**src/sv/dcfs_pkg.sv**
```systemverilog
// Shared types, constants and helpers of the drive command frame sequencer.
`timescale 1ns / 1ps
`default_nettype none

package dcfs_pkg;

   // Frame layout
   localparam logic [7:0] FrameStart   = 8'hEB;
   localparam logic [7:0] IdSteer      = 8'h01;
   localparam logic [7:0] IdSpeed      = 8'h02;
   localparam logic [7:0] IdNoCmd      = 8'h04;
   localparam logic [7:0] IdMaxSpeed   = 8'h08;
   localparam logic [7:0] Setup1Button = 8'h40;
   localparam int         FrameBytes   = 6;
   localparam int         ByteIdxW     = $clog2(FrameBytes);

   // Configuration register reset values
   localparam logic [7:0]  MaxSpeedReset = 8'd100;
   localparam logic [7:0]  Setup1Reset   = 8'd128;
   localparam logic [7:0]  Setup2Reset   = 8'd176;
   localparam logic [14:0] MagReset      = 15'd1000;

   localparam int CsrIdxW  = 2;
   localparam int CsrDataW = 15;

   // Frame queue between front and back
   localparam int QDepth = 4;
   localparam int QPtrW  = $clog2(QDepth);
   localparam int QCntW  = $clog2(QDepth + 1);

   typedef enum logic [CsrIdxW-1:0] {
      CSR_MAX_SPEED = 2'd0,
      CSR_SETUP1    = 2'd1,
      CSR_SETUP2    = 2'd2,
      CSR_MAGNITUDE = 2'd3
   } csr_idx_type;

   // One frame to send: message ID, 16-bit data and whether it closes the tick
   typedef struct packed {
      logic [7:0]  id;
      logic [15:0] value;
      logic        last;
   } frame_type;

   // Map a demand to +magnitude, -magnitude or zero by its sign
   function automatic logic [15:0] demand_value(input logic signed [7:0] demand,
                                                input logic [14:0] magnitude);
      logic [15:0] mag16;
      mag16 = {1'b0, magnitude};
      if (demand == 8'sd0) begin
         return 16'd0;
      end else if (demand[7]) begin
         return 16'd0 - mag16;
      end else begin
         return mag16;
      end
   endfunction

endpackage

`default_nettype wire

```
**src/sv/dcfs_ifs.sv**
```systemverilog
// Handshake channel interfaces for demand ticks and transmit bytes.
`timescale 1ns / 1ps
`default_nettype none

interface dcfs_req_if;
   logic              valid;
   logic              ready;
   logic signed [7:0] speed_demand;
   logic signed [7:0] direction_demand;

   modport source (output valid, output speed_demand, output direction_demand,
                   input ready);
   modport sink   (input valid, input speed_demand, input direction_demand,
                   output ready);
endinterface

interface dcfs_rsp_if;
   logic       valid;
   logic       ready;
   logic [7:0] tx_byte;
   logic       frame_end;
   logic       last_of_run;

   modport source (output valid, output tx_byte, output frame_end, output last_of_run,
                   input ready);
   modport sink   (input valid, input tx_byte, input frame_end, input last_of_run,
                   output ready);
endinterface

`default_nettype wire

```
**src/sv/drive_command_frame_sequencer_unit.sv**
```systemverilog
// Top level of the drive command frame sequencer.
//
//   Channel  Direction  Payload                                Moves per transfer
//   req_bus  in         speed_demand, direction_demand (s8)    one demand tick
//   rsp_bus  out        tx_byte, frame_end, last_of_run        one serial byte
//   csr_*    in         csr_index (2b), csr_data (15b)         one register write
//
// A tick yields one six-byte frame during start-up (six ticks) and twelve bytes
// afterwards; the serialiser sends one byte per cycle while rsp is ready and the
// queue holds frames.
// The front end takes a tick and pushes its first frame together; a running tick
// holds its speed frame in a register and pushes it once the queue has room, taking
// no new tick meanwhile. It keeps taking ticks while the four-frame queue has room.
// Reset is synchronous, active high; it restores the register defaults and
// returns the sequence to the max speed frame. rsp stalls back-pressure the queue.
`timescale 1ns / 1ps
`default_nettype none

module drive_command_frame_sequencer_unit (
   input  wire                            clock,
   input  wire                            reset,
   input  wire                            csr_write_en,
   input  wire  [dcfs_pkg::CsrIdxW-1:0]   csr_index,
   input  wire  [dcfs_pkg::CsrDataW-1:0]  csr_data,
   dcfs_req_if.sink                       req_bus,
   dcfs_rsp_if.source                     rsp_bus
);

   // Frame descriptors from the front end into the queue
   logic                 push_valid;
   logic                 push_ready;
   dcfs_pkg::frame_type  push_frame;
   // Frame descriptors from the queue into the serialiser
   logic                 pop_valid;
   logic                 pop_ready;
   dcfs_pkg::frame_type  pop_frame;

   // Classify each tick into frames; hold the speed frame back one push
   dcfs_front u_front (
      .clock        (clock),
      .reset        (reset),
      .csr_write_en (csr_write_en),
      .csr_index    (csr_index),
      .csr_data     (csr_data),
      .req_bus      (req_bus),
      .push_valid   (push_valid),
      .push_ready   (push_ready),
      .push_frame   (push_frame)
   );

   // Buffer frames so the front end can run ahead of the serial stream
   dcfs_queue u_queue (
      .clock      (clock),
      .reset      (reset),
      .push_valid (push_valid),
      .push_ready (push_ready),
      .push_frame (push_frame),
      .pop_valid  (pop_valid),
      .pop_ready  (pop_ready),
      .pop_frame  (pop_frame)
   );

   // Add the checksum and advance one byte per transfer
   dcfs_back u_back (
      .clock     (clock),
      .reset     (reset),
      .pop_valid (pop_valid),
      .pop_ready (pop_ready),
      .pop_frame (pop_frame),
      .rsp_bus   (rsp_bus)
   );

endmodule

`default_nettype wire

```
**src/sv/dcfs_front.sv**
```systemverilog
// Front end: configuration registers, start-up phase and frame classification.
`timescale 1ns / 1ps
`default_nettype none

module dcfs_front (
   input  wire                              clock,
   input  wire                              reset,
   input  wire                              csr_write_en,
   input  wire  [dcfs_pkg::CsrIdxW-1:0]     csr_index,
   input  wire  [dcfs_pkg::CsrDataW-1:0]    csr_data,
   dcfs_req_if.sink                         req_bus,
   output logic                             push_valid,
   input  wire                              push_ready,
   output dcfs_pkg::frame_type              push_frame
);

   typedef enum logic [2:0] {
      PH_MAX_SPEED = 3'd0,
      PH_NOCMD_A   = 3'd1,
      PH_SETUP1    = 3'd2,
      PH_NOCMD_B   = 3'd3,
      PH_SETUP2    = 3'd4,
      PH_NOCMD_C   = 3'd5,
      PH_RUN       = 3'd6
   } phase_type;

   phase_type            phase_ff, phase_in;
   logic                 pend_valid_ff, pend_valid_in;
   dcfs_pkg::frame_type  pend_ff, pend_in;
   logic [7:0]           max_speed_ff;
   logic [7:0]           setup1_ff;
   logic [7:0]           setup2_ff;
   logic [14:0]          magnitude_ff;

   logic                 accept;
   logic                 running;
   dcfs_pkg::frame_type  first_frame;

   assign req_bus.ready = !pend_valid_ff && push_ready;
   assign accept        = req_bus.valid && req_bus.ready;

   // Classify the tick: one start-up frame, or steering now and speed held back
   always_comb begin
      running  = 1'b0;
      phase_in = phase_ff;
      unique case (phase_ff)
         PH_MAX_SPEED: begin
            first_frame = '{id: dcfs_pkg::IdMaxSpeed, value: {max_speed_ff, 8'h00},
                            last: 1'b1};
            phase_in    = PH_NOCMD_A;
         end
         PH_SETUP1: begin
            first_frame = '{id: dcfs_pkg::IdNoCmd,
                            value: {dcfs_pkg::Setup1Button, setup1_ff}, last: 1'b1};
            phase_in    = PH_NOCMD_B;
         end
         PH_SETUP2: begin
            first_frame = '{id: dcfs_pkg::IdNoCmd, value: {8'h00, setup2_ff}, last: 1'b1};
            phase_in    = PH_NOCMD_C;
         end
         PH_NOCMD_A, PH_NOCMD_B, PH_NOCMD_C: begin
            first_frame = '{id: dcfs_pkg::IdNoCmd, value: 16'h0000, last: 1'b1};
            phase_in    = phase_type'(phase_ff + 3'd1);
         end
         default: begin
            running     = 1'b1;
            first_frame = '{id: dcfs_pkg::IdSteer,
                            value: dcfs_pkg::demand_value(req_bus.direction_demand,
                                                          magnitude_ff),
                            last: 1'b0};
            phase_in    = PH_RUN;
         end
      endcase
   end

   always_comb begin
      pend_in       = pend_ff;
      pend_valid_in = pend_valid_ff;
      if (accept && running) begin
         pend_valid_in = 1'b1;
         pend_in       = '{id: dcfs_pkg::IdSpeed,
                           value: dcfs_pkg::demand_value(req_bus.speed_demand, magnitude_ff),
                           last: 1'b1};
      end else if (pend_valid_ff && push_ready) begin
         pend_valid_in = 1'b0;
      end
   end

   assign push_valid = pend_valid_ff || accept;
   assign push_frame = pend_valid_ff ? pend_ff : first_frame;

   always_ff @(posedge clock) begin
      if (reset) begin
         phase_ff      <= PH_MAX_SPEED;
         pend_valid_ff <= 1'b0;
         max_speed_ff  <= dcfs_pkg::MaxSpeedReset;
         setup1_ff     <= dcfs_pkg::Setup1Reset;
         setup2_ff     <= dcfs_pkg::Setup2Reset;
         magnitude_ff  <= dcfs_pkg::MagReset;
      end else begin
         if (accept) begin
            phase_ff <= phase_in;
         end
         pend_valid_ff <= pend_valid_in;
         if (csr_write_en) begin
            unique case (dcfs_pkg::csr_idx_type'(csr_index))
               dcfs_pkg::CSR_MAX_SPEED: max_speed_ff <= csr_data[7:0];
               dcfs_pkg::CSR_SETUP1:    setup1_ff    <= csr_data[7:0];
               dcfs_pkg::CSR_SETUP2:    setup2_ff    <= csr_data[7:0];
               dcfs_pkg::CSR_MAGNITUDE: magnitude_ff <= csr_data[14:0];
            endcase
         end
      end
      pend_ff <= pend_in;
   end

endmodule

`default_nettype wire

```
**src/sv/dcfs_queue.sv**
```systemverilog
// Short frame queue decoupling the front end from the byte serialiser.
`timescale 1ns / 1ps
`default_nettype none

module dcfs_queue (
   input  wire                  clock,
   input  wire                  reset,
   input  wire                  push_valid,
   output logic                 push_ready,
   input  dcfs_pkg::frame_type  push_frame,
   output logic                 pop_valid,
   input  wire                  pop_ready,
   output dcfs_pkg::frame_type  pop_frame
);

   dcfs_pkg::frame_type             mem [dcfs_pkg::QDepth];
   logic [dcfs_pkg::QPtrW-1:0]      wr_ptr_ff, wr_ptr_in;
   logic [dcfs_pkg::QPtrW-1:0]      rd_ptr_ff, rd_ptr_in;
   logic [dcfs_pkg::QCntW-1:0]      count_ff, count_in;
   logic                            do_push, do_pop;

   assign push_ready = count_ff != dcfs_pkg::QCntW'(dcfs_pkg::QDepth);
   assign pop_valid  = count_ff != '0;
   assign pop_frame  = mem[rd_ptr_ff];
   assign do_push    = push_valid && push_ready;
   assign do_pop     = pop_valid && pop_ready;

   always_comb begin
      wr_ptr_in = do_push ? wr_ptr_ff + 1'b1 : wr_ptr_ff;
      rd_ptr_in = do_pop  ? rd_ptr_ff + 1'b1 : rd_ptr_ff;
      count_in  = count_ff;
      if (do_push && !do_pop) begin
         count_in = count_ff + 1'b1;
      end else if (do_pop && !do_push) begin
         count_in = count_ff - 1'b1;
      end
   end

   always_ff @(posedge clock) begin
      if (reset) begin
         wr_ptr_ff <= '0;
         rd_ptr_ff <= '0;
         count_ff  <= '0;
      end else begin
         wr_ptr_ff <= wr_ptr_in;
         rd_ptr_ff <= rd_ptr_in;
         count_ff  <= count_in;
      end
   end

   always_ff @(posedge clock) begin
      if (do_push) begin
         mem[wr_ptr_ff] <= push_frame;
      end
   end

endmodule

`default_nettype wire

```
**src/sv/dcfs_back.sv**
```systemverilog
// Back end: checksum and byte serialiser with a registered output stage.
`timescale 1ns / 1ps
`default_nettype none

module dcfs_back (
   input  wire                  clock,
   input  wire                  reset,
   input  wire                  pop_valid,
   output logic                 pop_ready,
   input  dcfs_pkg::frame_type  pop_frame,
   dcfs_rsp_if.source           rsp_bus
);

   dcfs_pkg::frame_type              frame_ff;
   logic [15:0]                      check_ff, check_in;
   logic                             cur_valid_ff, cur_valid_in;
   logic [dcfs_pkg::ByteIdxW-1:0]    idx_ff, idx_in;
   logic                             out_valid_ff, out_valid_in;
   logic [7:0]                       byte_ff, byte_in;
   logic                             end_ff, end_in;
   logic                             last_ff, last_in;

   logic                             advance;
   logic                             final_byte;
   logic [15:0]                      sum;

   assign final_byte = idx_ff == dcfs_pkg::ByteIdxW'(dcfs_pkg::FrameBytes - 1);
   assign advance    = cur_valid_ff && (!out_valid_ff || rsp_bus.ready);
   assign pop_ready  = !cur_valid_ff || (advance && final_byte);

   assign sum = 16'(dcfs_pkg::FrameStart) + 16'(pop_frame.id)
              + 16'(pop_frame.value[15:8]) + 16'(pop_frame.value[7:0]);
   assign check_in = 16'd0 - sum;

   always_comb begin
      unique case (idx_ff)
         3'd0:    byte_in = dcfs_pkg::FrameStart;
         3'd1:    byte_in = frame_ff.id;
         3'd2:    byte_in = frame_ff.value[15:8];
         3'd3:    byte_in = frame_ff.value[7:0];
         3'd4:    byte_in = check_ff[15:8];
         default: byte_in = check_ff[7:0];
      endcase
      end_in  = final_byte;
      last_in = final_byte && frame_ff.last;
   end

   always_comb begin
      cur_valid_in = cur_valid_ff;
      idx_in       = idx_ff;
      if (pop_valid && pop_ready) begin
         cur_valid_in = 1'b1;
         idx_in       = '0;
      end else if (advance) begin
         cur_valid_in = !final_byte;
         idx_in       = idx_ff + 1'b1;
      end
      if (advance) begin
         out_valid_in = 1'b1;
      end else if (rsp_bus.ready) begin
         out_valid_in = 1'b0;
      end else begin
         out_valid_in = out_valid_ff;
      end
   end

   always_ff @(posedge clock) begin
      if (reset) begin
         cur_valid_ff <= 1'b0;
         out_valid_ff <= 1'b0;
         idx_ff       <= '0;
      end else begin
         cur_valid_ff <= cur_valid_in;
         out_valid_ff <= out_valid_in;
         idx_ff       <= idx_in;
      end
      if (pop_valid && pop_ready) begin
         frame_ff <= pop_frame;
         check_ff <= check_in;
      end
      if (advance) begin
         byte_ff <= byte_in;
         end_ff  <= end_in;
         last_ff <= last_in;
      end
   end

   assign rsp_bus.valid       = out_valid_ff;
   assign rsp_bus.tx_byte     = byte_ff;
   assign rsp_bus.frame_end   = end_ff;
   assign rsp_bus.last_of_run = last_ff;

endmodule

`default_nettype wire

```
**src/flat_wrapper.sv**
```systemverilog
// flat-port wrapper written by rule: the top's interface ports become plain ports
module drive_command_frame_sequencer_unit_flat 
  (clock, reset, csr_write_en, csr_index, csr_data, req_bus_valid, req_bus_speed_demand, req_bus_direction_demand, req_bus_ready, rsp_bus_valid, rsp_bus_tx_byte, rsp_bus_frame_end, rsp_bus_last_of_run, rsp_bus_ready);
  dcfs_req_if req_bus_i ();
  dcfs_rsp_if rsp_bus_i ();
  input  wire clock;
  input  wire reset;
  input  wire csr_write_en;
  input  wire  [dcfs_pkg::CsrIdxW-1:0] csr_index;
  input  wire  [dcfs_pkg::CsrDataW-1:0] csr_data;
  input wire logic [$bits(req_bus_i.valid)-1:0] req_bus_valid;
  input wire logic [$bits(req_bus_i.speed_demand)-1:0] req_bus_speed_demand;
  input wire logic [$bits(req_bus_i.direction_demand)-1:0] req_bus_direction_demand;
  output wire logic [$bits(req_bus_i.ready)-1:0] req_bus_ready;
  output wire logic [$bits(rsp_bus_i.valid)-1:0] rsp_bus_valid;
  output wire logic [$bits(rsp_bus_i.tx_byte)-1:0] rsp_bus_tx_byte;
  output wire logic [$bits(rsp_bus_i.frame_end)-1:0] rsp_bus_frame_end;
  output wire logic [$bits(rsp_bus_i.last_of_run)-1:0] rsp_bus_last_of_run;
  input wire logic [$bits(rsp_bus_i.ready)-1:0] rsp_bus_ready;
  assign req_bus_i.valid = req_bus_valid;
  assign req_bus_i.speed_demand = req_bus_speed_demand;
  assign req_bus_i.direction_demand = req_bus_direction_demand;
  assign req_bus_ready = req_bus_i.ready;
  assign rsp_bus_valid = rsp_bus_i.valid;
  assign rsp_bus_tx_byte = rsp_bus_i.tx_byte;
  assign rsp_bus_frame_end = rsp_bus_i.frame_end;
  assign rsp_bus_last_of_run = rsp_bus_i.last_of_run;
  assign rsp_bus_i.ready = rsp_bus_ready;
  drive_command_frame_sequencer_unit u_core (.clock(clock), .reset(reset), .csr_write_en(csr_write_en), .csr_index(csr_index), .csr_data(csr_data), .req_bus(req_bus_i), .rsp_bus(rsp_bus_i));
endmodule
```
**config.mk**
```make
export PLATFORM = sky130hd
export DESIGN_NAME = drive_command_frame_sequencer_unit_flat
export DESIGN_NICKNAME = d
export VERILOG_FILES = /design/src/sv/dcfs_pkg.sv /design/src/sv/dcfs_ifs.sv /design/src/sv/drive_command_frame_sequencer_unit.sv /design/src/sv/dcfs_front.sv /design/src/sv/dcfs_queue.sv /design/src/sv/dcfs_back.sv /design/src/flat_wrapper.sv
export SDC_FILE = /design/constraint.sdc
export NUM_CORES = 1
export LEC_CHECK = 0
export ABC_AREA = 1
export BUFFER_PORTS_ARGS = -buffer_cell sky130_fd_sc_hd__clkbuf_2
export CAP_MARGIN = 20
export CORE_ASPECT_RATIO = 0.75
export CORE_MARGIN = 2
export CORE_UTILIZATION = 60
export CTS_BUF_LIST = sky130_fd_sc_hd__clkbuf_2
export CTS_CLUSTER_SIZE = 28
export DETAILED_ROUTE_END_ITERATION = 10
export PLACE_DENSITY = 0.79
export SYNTH_ARGS = -nofsm -noshare
export SYNTH_HDL_FRONTEND = slang
export SYNTH_SLANG_ARGS = --single-unit
```
**constraint.sdc**
```tcl
create_clock -name clock -period 4.7 [get_ports clock]
set_input_delay 0.94 -clock clock [delete_from_list [all_inputs] [get_ports clock]]
set_output_delay 0.94 -clock clock [all_outputs]
set_load 0.1 [all_outputs]
```
-- Word-level counts from Yosys, hierarchy flattened
Memory sizes are Yosys's and may differ from the RTL's. A register that Yosys moved wholly into a read port is not among the register bits.
Cells that the tools add are included.
- logic and storage cells: 106
- input port bits: 38
- output and inout port bits: 12
- register bits: 122
- memories: 1
- bits in writable memories: 100
- memories (name ; words ; bits a word ; read ports ; clocked after memory_dff ; write ports ; line ; text):
    u_core.u_queue.mem ; 4 ; 25 ; 1 ; 1 ; 1 ; dcfs_queue.sv:16 ; dcfs_pkg::frame_type mem [dcfs_pkg::QDepth];
- equal/unequal tests: 14
- bitwise gates (word level): 1
- muxes and demuxes: 20
- $add $sub $neg: 11
- reductions and logical operators: 38
- operator list (kind ; count):
    21-bit one-hot mux with 4 select lines ; 1
    8-bit one-hot mux with 5 select lines ; 1
    16-bit 2-to-1 mux ; 2
    25-bit 2-to-1 mux ; 1
    8-bit zero test ; 2
    1-bit by 15-bit subtractor with 16-bit output, first input constant ; 1
    15-bit 2-to-1 mux ; 1
    3-bit by 2-bit equality test with 1-bit output, second input constant ; 4
    3-bit equality test, second input constant ; 4
    3-bit one-hot mux with 4 select lines ; 1
    1-bit by 11-bit subtractor with 12-bit output, first input constant ; 1
    10-bit by 8-bit adder with 11-bit output ; 1
    1-bit logical AND ; 11
    9-bit by 8-bit adder with 10-bit output ; 1
    3-bit by 1-bit adder with 3-bit output, second input constant ; 3
    8-bit by 8-bit adder with 9-bit output, first input constant ; 1
    1-bit 2-to-1 mux ; 9
    2-bit AND reduction ; 4
    2-bit nonzero test ; 4
    3-bit by 1-bit equality test with 1-bit output, second input constant ; 2
    1-bit zero test ; 6
    3-bit zero test ; 2
    3-bit 2-to-1 mux ; 2
    6-bit OR reduction ; 1
    other kinds (12) ; 18

-- Longest topological paths before layout
Gate-level depths: netlist (run 1).
- depth after elaboration: 9
- depth in mapped cells: 16
- gate-level depth less buffers: 14

-- Cells and area by module
From an unflattened synthesis (run 1), not the netlist that was laid out.
- cells, all modules: 1041
- area, all modules: 10151.0 um^2
- by module, submodules not included (module ; times used ; cells each ; sequential area each (um^2) ; area each (um^2)):
    dcfs_queue ; 1 ; 310 ; 3183.1 ; 4209.0
    dcfs_front ; 1 ; 481 ; 1341.3 ; 3340.7
    dcfs_back ; 1 ; 250 ; 1451.4 ; 2601.2

-- Worst setup path after synthesis (run 1)
No wires, ideal clock.
- path type: input port to flip-flop
- start point: input port rsp_bus_ready
- end point: register u_core.u_queue.count_ff[1] (netlist name)
- arrival: 3079 ps
- buffers on the path: 0
- setup slack: 1502 ps
- library setup time: 119 ps
- stages on the path: 10
- cells stage by stage: inv_1 > nand2_1 > a21oi_1 > nor2_2 > inv_1 > ha_1 > inv_1 > fa_1 > o21ai_0 > a21oi_1
- cells in the longest elaborated chain, start to end: 8
- elaborated cells between the ends (all ways): 10
- RTL lines (element ; line ; text):
    from (decl) ; flat_wrapper.sv:19 ; input wire logic [$bits(rsp_bus_i.ready)-1:0] rsp_bus_ready;
    1-bit logical OR ; dcfs_back.sv:28 ; assign advance = cur_valid_ff && (!out_valid_ff || rsp_bus.ready);
    1-bit logical AND ; dcfs_back.sv:28 ;
    1-bit logical AND ; dcfs_back.sv:29 ; assign pop_ready = !cur_valid_ff || (advance && final_byte);
    1-bit logical OR ; dcfs_back.sv:29 ;
    1-bit logical AND ; dcfs_queue.sv:26 ; assign do_pop = pop_valid && pop_ready;
    named net u_core.u_queue.do_pop ; dcfs_queue.sv:20 ; logic do_push, do_pop;
    1-bit zero test ; dcfs_queue.sv:32 ; if (do_push && !do_pop) begin
    1-bit logical AND ; dcfs_queue.sv:32 ;
    3-bit 2-to-1 mux ; dcfs_queue.sv:32 ;
    named net u_core.u_queue.count_in (one bit) ; dcfs_queue.sv:19 ; logic [dcfs_pkg::QCntW-1:0] count_ff, count_in;
    to (signal assigned) ; dcfs_queue.sv:47 ; count_ff <= count_in;
    to (decl) ; dcfs_queue.sv:19 ;
The timed path passes the listed nets, and every way through them passes these cells.
A chain may end at the register's enable or synchronous reset.

==> results of run 1 <==
## area by class of cell
| cell class | instances | area (sq um) | share of cell area [%] |
|---|---|---|---|
| Multi-Input combinational cell | 574 | 3170 | 32.4 |
| Sequential cell | 198 | 5380 | 55.0 |
| Clock inverter | 14 | 125 | 1.28 |
| Tap cell | 200 | 250 | 2.56 |
| Clock buffer | 18 | 90.1 | 0.922 |
| Timing Repair Buffer | 59 | 340 | 3.48 |
| Inverter | 112 | 423 | 4.33 |
## state kept, by name, indices dropped and copies added (netlist names), 10 cells and up, named ones only
signal,cells
u_core.u_back.check_ff,10
u_core.u_back.frame_ff,21
u_core.u_front.magnitude_ff,15
u_core.u_front.pend_ff,16
u_core.u_queue.mem,84
## power breakdown
part	switching [mW]	leakage [nW]	total, mW	internal, mW
combinational	1.49	1.97	2.25	0.763
sequential	0.127	1.77	2.52	2.39
clock	0.580	0.125	0.778	0.197
## routing by layer
layer / track usage, % / routed length [um]
met5: 0 / 0
met4: 6.80 / 231
met3: 5.54 / 1440
met2: 36.9 / 8360
met1: 37.1 / 9060
## final timing paths
kind / from / end / slack (ps)
worst max-delay path: flip-flop / u_core.u_back.check_ff[8] / 1050
worst min-delay path: csr_data[8] / u_core.u_front.magnitude_ff[8] / 370
worst min register to register: u_core.u_front.setup2_ff[2] / u_core.u_front.setup2_ff[2] / 470
worst max register to register: flip-flop / u_core.u_back.check_ff[8] / 1050
## per-stage QoR
step	cell area [sq um]	setup WS [ps]	hold slack, ps	std cells	utilization, %
CTS	9740	1040	300	1174	66.5
global placement	9530	1210	434	1142	65.1
floorplan	9090	1500	425	913	-
detailed placement	9530	1060	440	1142	65.1
global route	9770	787	330	1175	66.7
finish	9770	1050	370	1175	66.7
## synthesized netlist by cell type
cell type / number
sky130_fd_sc_hd__nor2_4: 4
sky130_fd_sc_hd__a32oi_1: 4
sky130_fd_sc_hd__nand4_1: 5
sky130_fd_sc_hd__xor2_1: 11
sky130_fd_sc_hd__or2_2: 8
sky130_fd_sc_hd__o211ai_1: 8
sky130_fd_sc_hd__a22oi_1: 3
sky130_fd_sc_hd__a31oi_1: 1
sky130_fd_sc_hd__a221oi_1: 6
sky130_fd_sc_hd__ha_1: 27
sky130_fd_sc_hd__dfxtp_1: 57
sky130_fd_sc_hd__a22o_1: 7
sky130_fd_sc_hd__inv_2: 12
sky130_fd_sc_hd__nand2_4: 1
sky130_fd_sc_hd__inv_4: 1
sky130_fd_sc_hd__a32oi_2: 2
sky130_fd_sc_hd__inv_1: 99
sky130_fd_sc_hd__xnor2_1: 1
sky130_fd_sc_hd__nand3_1: 32
sky130_fd_sc_hd__nor2_2: 5
sky130_fd_sc_hd__or2_0: 2
sky130_fd_sc_hd__nand2_1: 132
sky130_fd_sc_hd__nor2_1: 115
sky130_fd_sc_hd__o21ai_0: 91
sky130_fd_sc_hd__buf_6: 2
sky130_fd_sc_hd__a21oi_1: 69
sky130_fd_sc_hd__buf_2: 10
sky130_fd_sc_hd__clkbuf_1: 15
sky130_fd_sc_hd__o21ai_4: 1
sky130_fd_sc_hd__nor3_2: 1
sky130_fd_sc_hd__buf_1: 2
sky130_fd_sc_hd__nor3_4: 2
sky130_fd_sc_hd__nor3_1: 3
sky130_fd_sc_hd__o22ai_1: 15
sky130_fd_sc_hd__fa_1: 7
sky130_fd_sc_hd__nand2_2: 2
sky130_fd_sc_hd__o21ai_1: 7
sky130_fd_sc_hd__a211oi_1: 1
sky130_fd_sc_hd__edfxtp_1: 141
sky130_fd_sc_hd__nand3_2: 1
## worst max-delay path: cells and delay by family (launching register included)
kind                     cells  cell delay [ps]
flip-flops                   1              580
AO/OA/AOI/OAI                3              590
AND/OR/NAND/NOR              4              330
XOR/XNOR                     1               90
buffers and inverters        2              370
adder cells (fa/ha/maj)      4             1480
## cell families (layout without fill, tap and decap cells)
family                   count (synthesis)  in the layout  share of synthesized area (%)
AO/OA/AOI/OAI                          215            215                           13.5
XOR/XNOR                                12             12                           1.16
adder cells (fa/ha/maj)                 34             34                           5.26
buffers and inverters                  141            203                           6.15
flip-flops                             198            198                           59.1
AND/OR/NAND/NOR                        313            313                           14.8
==> results list, run 1 <==
- Power spread over the standard cell area amounts to 568 nW/um^2.
- For the worst setup path, the data required time is 5260 ps.
- Number of hold buffers added after CTS: 0
- After clock tree synthesis, the setup repair step added 0 buffers.
* Count of filler cells inserted in the layout: 1160
- The count of buffers added on input and output ports is 49.
- Clock edge transition at the registers on the reported setup and hold paths: 260 ps
* Die width: 146 um
- Total chip power: 5.55 mW
- The first global-routing pass estimated 31400 um of wire.
* Most common cell after layout, fill and taps aside: sky130_fd_sc_hd__edfxtp_1
- The final layout contains routed wiring with a total length of 19100 um.
* Number of nets in the finished design: 1034
* Initial Util: 62.1%
- In this run the remaining antenna-violating nets after routing total 0.
* Maximum clock frequency: 274 MHz
- The total area inside the core boundary comes to 14600 sq um.
* Minimum period implied by the final worst setup slack: 3650 ps
- The tool flagged a number of max-cap violations equal to 0.
- The largest single stage delay on the critical path is 580 ps.
* Number of top-level pins: 50
- Outcome: complete, no violations
* Ranking of synthesized cells by area: sky130_fd_sc_hd__edfxtp_1 (47%), sky130_fd_sc_hd__dfxtp_1 (13%), sky130_fd_sc_hd__nand2_1 (5.5%), sky130_fd_sc_hd__o21ai_0 (5.0%), sky130_fd_sc_hd__nor2_1 (4.7%)
- Detailed routing inserted a total of 6569 vias.
- In this run, the number of DRC markers left after iteration 0 of detailed routing was 653.
- On the critical path, the stage with the largest delay is an instance of sky130_fd_sc_hd__dfxtp_1.
- Share of layout cells above drive strength 1: 13.5%
* # H-tree levels: 4
- Cell area after synthesis: 9090 sq um
* Pins over their slew limit: 0
* Worst-case clock buffer depth: 2
* Yosys Warn Count: 0
- VDD IR max: 493 uV
- The tightest min-delay check is of the input pin to flip-flop type.
- STA classifies the critical path endpoint as a flip-flop.
- On the final layout, the worst clock skew is 56.1 ps.
- Register area share after synthesis: 59.1%
- Final setup violation count: 0
* Global routing usage summed across all routing layers: 24.8%
- Commonest cells after routing, fill and taps aside: sky130_fd_sc_hd__edfxtp_1 (141), sky130_fd_sc_hd__nand2_1 (132), sky130_fd_sc_hd__nor2_1 (111)
- Clock tree root driver cell: sky130_fd_sc_hd__clkbuf_2
- Post-synth top area share: 46.6%
* Post-synthesis cell type with the largest combined area: sky130_fd_sc_hd__edfxtp_1
* Start-to-end type of the worst setup path: flip-flop to flip-flop
- DRT Pass-1 Iters: 5
- Syn-to-layout area delta: 7.47%
* Vias per inst: 5.59
- For the final routed database, the setup TNS stands at 0 ps.
- TritonCTS built the clock tree.
- Synthesized area per cell: 9.96 sq um
- Measured along the y axis, the die boundary spans 111 um.
* DRC violation count after routing: 0
- Measured against its own limit, the worst slew margin works out to 52.8%.
* Number of clock sinks seen by CTS: 198
- The wire-length estimate of the detail-placed layout is 13700 um.
- In this run, CTS created clock tree buffers numbering 17.
* Ant diodes: 0
- Of the available clock period, the critical path in the final layout requires 77.6%.
* FP Rows: 38
- Routability-driven placement finished with a final weighted congestion of 0.934.
* DIE AREA: 16200 sq um
* Routed wirelength normalized by instance count: 16.2 um
- Clock latency at the later pin of the worst-skew pair: 790 ps
* Post-synthesis instance total: 913
- Pin count of the biggest net entering global routing: 43
- Unrepaired setup endpoints after global routing: false
- For the pin with the worst max-slew slack, the measured transition is 708 ps.
- FF-to-FF path depth: 14
- Static leakage: 3.86 nW
* Kind of start point of the critical path: flip-flop
- Of all nets on the critical path, the largest fanout is 42.
* Number of global-route vias before repair: 6156
- GRT overflow: 0
- After synthesis, the netlist uses 40 different library cells.
- Number of cells traversed by the worst hold path: 3
- Initial antenna violation count: 0
- The number of hold-slack violations in the final timing report is 0.
- The synthesized design contains 198 register bits.
* Arrival time at the worst endpoint: 4210 ps
- The signal on the critical path passes through inv_2 > o21ai_0 > o22ai_1 > fa_1 > inv_1 > ha_1 > ha_1 > fa_1 > nand3_1 > nand3_1 > nand2_1 > nand2_1 > a21oi_1 > xnor2_1.
* Number of gates resized after cts: 0
- Syn Nets: 985
No activity file was read; power rests on OpenSTA's default activity.
==> run 2: changes to the inputs <==
--- a/config.mk
+++ b/config.mk
@@ -10,11 +10,11 @@
 export CAP_MARGIN = 20
 export CORE_ASPECT_RATIO = 0.75
 export CORE_MARGIN = 2
-export CORE_UTILIZATION = 60
+export CORE_UTILIZATION = 57
 export CTS_BUF_LIST = sky130_fd_sc_hd__clkbuf_2
 export CTS_CLUSTER_SIZE = 28
 export DETAILED_ROUTE_END_ITERATION = 10
-export PLACE_DENSITY = 0.79
+export PLACE_DENSITY = 0.78
 export SYNTH_ARGS = -nofsm -noshare
 export SYNTH_HDL_FRONTEND = slang
 export SYNTH_SLANG_ARGS = --single-unit
==> constraint.sdc (replaced) <==
create_clock -name clock -period 3.1 [get_ports clock]
set_input_delay 0.62 -clock clock [delete_from_list [all_inputs] [get_ports clock]]
set_output_delay 0.62 -clock clock [all_outputs]
set_load 0.1 [all_outputs]
==> run 2 against run 1 <==
Net effect: via count increased by 1.3%; first-iteration DRC count decreased by 13%; clock power increased by 53%; die area increased by 5.1%; clock-buffer cell count decreased by 1; critical path depth unchanged; register-to-register slack got worse by 950 ps; wire length increased by 1.2%; total power increased by 62%; setup slack got worse by 950 ps; clock skew decreased by 9.8 ps; largest power group is now combinational logic.
==> results list, run 2 (same netlist as run 1, synthesis figures left out) <==
- Internal Power: 5.51 mW (+64%)
* Final total negative setup slack: 0 ps (unchanged)
- Kind of start point of the critical path: flip-flop
- The slack of the worst reg-to-reg path came to 110 ps (-950 ps).
* Dpl hpwl: 13800 um (+1.3%)
- The global-route wire length before repair came to 31300 um (-0.29%).
- The H-tree depth was 4 (unchanged).
- The root buffer cell chosen for the clock tree is sky130_fd_sc_hd__clkbuf_2.
* Final estimated routing congestion in global placement: 0.896 (-4.1%)
- The fmax is 334 MHz (+22%).
- Clock latency at the later pin of the worst-skew pair: 760 ps (-30 ps)
- Combinational share of power: 44.1% (+3.5 points)
- The total congestion overflow was 0 (unchanged).
* Combined buffer and inverter count along the critical path: 3 (+1)
* Commonest cells after routing, fill and taps aside: sky130_fd_sc_hd__edfxtp_1 (141), sky130_fd_sc_hd__nand2_1 (132), sky130_fd_sc_hd__nor2_1 (110)
- Start-to-end type of the worst setup path: flip-flop to flip-flop
- Worst Skew: 46.3 ps (-9.83 ps)
- Global routing usage summed across all routing layers: 24.0% (-0.80 points)
- CP max stage cell: sky130_fd_sc_hd__fa_1
- The sequential fraction of design power is 42.7% (-2.7 points).
* Vias per inst: 5.57 (-0.43%)
- TritonCTS built the clock tree.
* Capturing point of the worst reg2reg path: u_core.u_back.check_ff[8]
- The number of I/O pins came to 50 (unchanged).
- The number of clock sinks is 198 (unchanged).
- Syn-to-layout area delta: 10.3%
- Minimum period implied by the final worst setup slack: 2990 ps (-654 ps)
* Slew of the pin with the lowest slew margin: 705 ps (-2.47 ps)
- Reported net switching power: 3.47 mW (+58%)
- The worst setup path is captured at a flip-flop.
- Via total after detailed routing: 6652 (+1.3%)
- The final instance area came to 10000 sq um (+2.6%).
- The final layout net count is 1049 (+1.5%).
- The biggest fanout along the worst timing path was 15 (-64%).
- The TritonCTS buffer count was 17 (unchanged).
* Arrival time at the worst endpoint: 3540 ps (-670 ps)
* Worst-case clock buffer depth: 2 (unchanged)
- Die width: 150 um (+2.5%)
* Post-route clock period utilization: 96.6% (+19 points)
- The flip-flop count of the largest register, all copies and words added is 84 (unchanged).
- DRC violation count after routing: 0 (unchanged)
- Min-Delay Startpoint: csr_data[8]
- The register with the most flip-flops in the final layout is u_core.u_queue.mem.
- FF-to-FF path depth: 14 (unchanged)
- DRT Pass-1 Iters: 5 (unchanged)
* Final setup violation count: 0 (unchanged)
- Data required time at the worst endpoint: 3650 ps (-1610 ps)
- Share of layout cells above drive strength 1: 16.6% (+3.0 points)
- Initial Util: 59.0% (-3.1 points)
- Number of cells after detailed placement: 1159 (+1.5%)
- The total routed wirelength came to 19300 um (+1.2%).
- Remaining antenna violation count: 0 (unchanged)
- Buffers added on ports: 49 (unchanged)
- Number of DRC markers in iteration 0: 569 (-13%)
* Pin count of the biggest net entering global routing: 40 (-7.0%)
- The total power divided by cell area is 896 nW/um^2 (+58%).
* Ant diodes: 0 (unchanged)
- The largest registers in the layout are u_core.u_queue.mem x84, u_core.u_back.frame_ff x21, u_core.u_front.pend_ff x16.
- Finished Core Util: 65.0% (-1.7 points)
* Clock edge transition at the registers on the reported setup and hold paths: 250 ps (about the same)
* Clock network power share: 13.2% (-0.8 points)
- The largest vdd supply drop is 594 uV (+20%).
- DIE AREA: 17000 sq um (+5.1%)
* Number of cells traversed by the worst hold path: 3 (unchanged)
* Initial antenna violation count: 0 (unchanged)
- The number of hold-slack violations in the final timing report is 0 (unchanged).
- The run finished with clean final reports.
- Cell type group with the largest total delay on the critical path: adder cells
- Pins over their slew limit: 0 (unchanged)
- The number of cells in the finished layout apart from fillers was 1195 (+1.7%).
- The number of standard-cell rows in the floorplan is 39 (+2.6%).
- The delay of the slowest critical-path stage came to 480 ps (-100 ps).
- Walking the worst path, the cells encountered are inv_6 > buf_6 > o21ai_0 > o22ai_1 > ha_1 > inv_1 > fa_1 > fa_2 > nand3_2 > nand3_2 > nand2_1 > nand2_1 > a21oi_2 > xnor2_1.
- The leakage power summed over all cells was 3.97 nW (+2.9%).
* Area after DPL: 9640 sq um (+1.2%)
- The max-cap violation count came to 0 (unchanged).
- Leaving out fill and tap cells, the most frequent cell in the layout is sky130_fd_sc_hd__edfxtp_1.
* Switching share of total power: 38.7% (-0.87 points)
- Hold Path End: u_core.u_front.magnitude_ff[8]
- The height of the die is 113 um (+2.5%).
* Core area: 15400 sq um (+5.3%)
- The worst relative slew slack was 52.9% (+0.16 points).
- In this run the worst hold path is classified as input pin to flip-flop.
- Number of global-route vias before repair: 6084 (-1.2%)
- Routed wirelength normalized by instance count: 16.2 um (-0.50%)
run 2: cell types whose count changed in the layout (fill, tap and decap cells not counted), sizes merged:
cell         change
buf             +14
clkinv           +4
clkinvlp         -2
inv              -2
bufinv           +1
clkbuf           -1
dlygate4sd3      +1
run 2: worst max-delay path by stage:
stage	from	to	slack, ps	depth (start not counted)
after floorplan	flip-flop	u_core.u_back.check_ff[8]	40	16
after global placement	flip-flop	u_core.u_back.check_ff[8]	60	13
after detailed placement	flip-flop	u_core.u_back.check_ff[8]	-40	13
after CTS	flip-flop	u_core.u_back.check_ff[8]	6	13
after global routing	flip-flop	u_core.u_back.check_ff[8]	-30	14
final	flip-flop	u_core.u_back.check_ff[8]	110	14
run 2: layer usage:
| metal | vias to the layer above | wire length (um) | global-route usage (%) |
|---|---|---|---|
| li1 | 3249 | - | - |
| met1 | 3139 | 8910 | 35.0 |
| met2 | 252 | 8780 | 36.9 |
| met3 | 12 | 1470 | 6.37 |
| met4 | 0 | 153 | 4.53 |
| met5 | - | 0 | 0 |
run 2: stage by stage:
step,power [mW],hold slack [ps],setup slack (ps)
floorplan,6.44,425,40.0
global placement,7.29,436,63.8
CTS,8.67,22.5,5.84
finish,8.98,62.2,105
global route,9.64,9.45,-34.8
detailed placement,7.46,446,-42.6
run 2: cell type report:
type | count | area [sq um]
clock buffer | 17 | 85.1
clock inverter | 15 | 134
fill | 1232 | 5390
inverter | 112 | 433
multi-input combinational | 574 | 3260
sequential | 198 | 5380
tap | 205 | 256
timing repair buffer | 74 | 472
run 2: power groups by stage:
stage	registers, mW	clock network (mW)	logic [mW]
floorplan	4.04	0	2.39
global placement	3.88	0	3.42
detailed placement	3.89	0	3.57
CTS	3.82	1.20	3.65
global route	3.88	1.31	4.44
finish	3.83	1.19	3.96
run 2: worst register-to-register path, stage by stage, from the launching register on:
cell and delay [ps]:
sky130_fd_sc_hd__dfxtp_4 420, sky130_fd_sc_hd__inv_6 130, sky130_fd_sc_hd__buf_6 180, sky130_fd_sc_hd__o21ai_0 100, sky130_fd_sc_hd__o22ai_1 210, sky130_fd_sc_hd__ha_1 280
sky130_fd_sc_hd__inv_1 80, sky130_fd_sc_hd__fa_1 480, sky130_fd_sc_hd__fa_2 420, sky130_fd_sc_hd__nand3_2 90, sky130_fd_sc_hd__nand3_2 70, sky130_fd_sc_hd__nand2_1 60
sky130_fd_sc_hd__nand2_1 60, sky130_fd_sc_hd__a21oi_2 150, sky130_fd_sc_hd__xnor2_1 70
run 2: what timing repair did:
item / in CTS / in global routing
endpoints found under the hold margin: 0 / 1
hold buffers: 0 / 1
setup endpoints to repair: 3 / 3
buffers inserted: 2 / 1
resized for setup: 8 / 32
pin swaps: 2 / 9
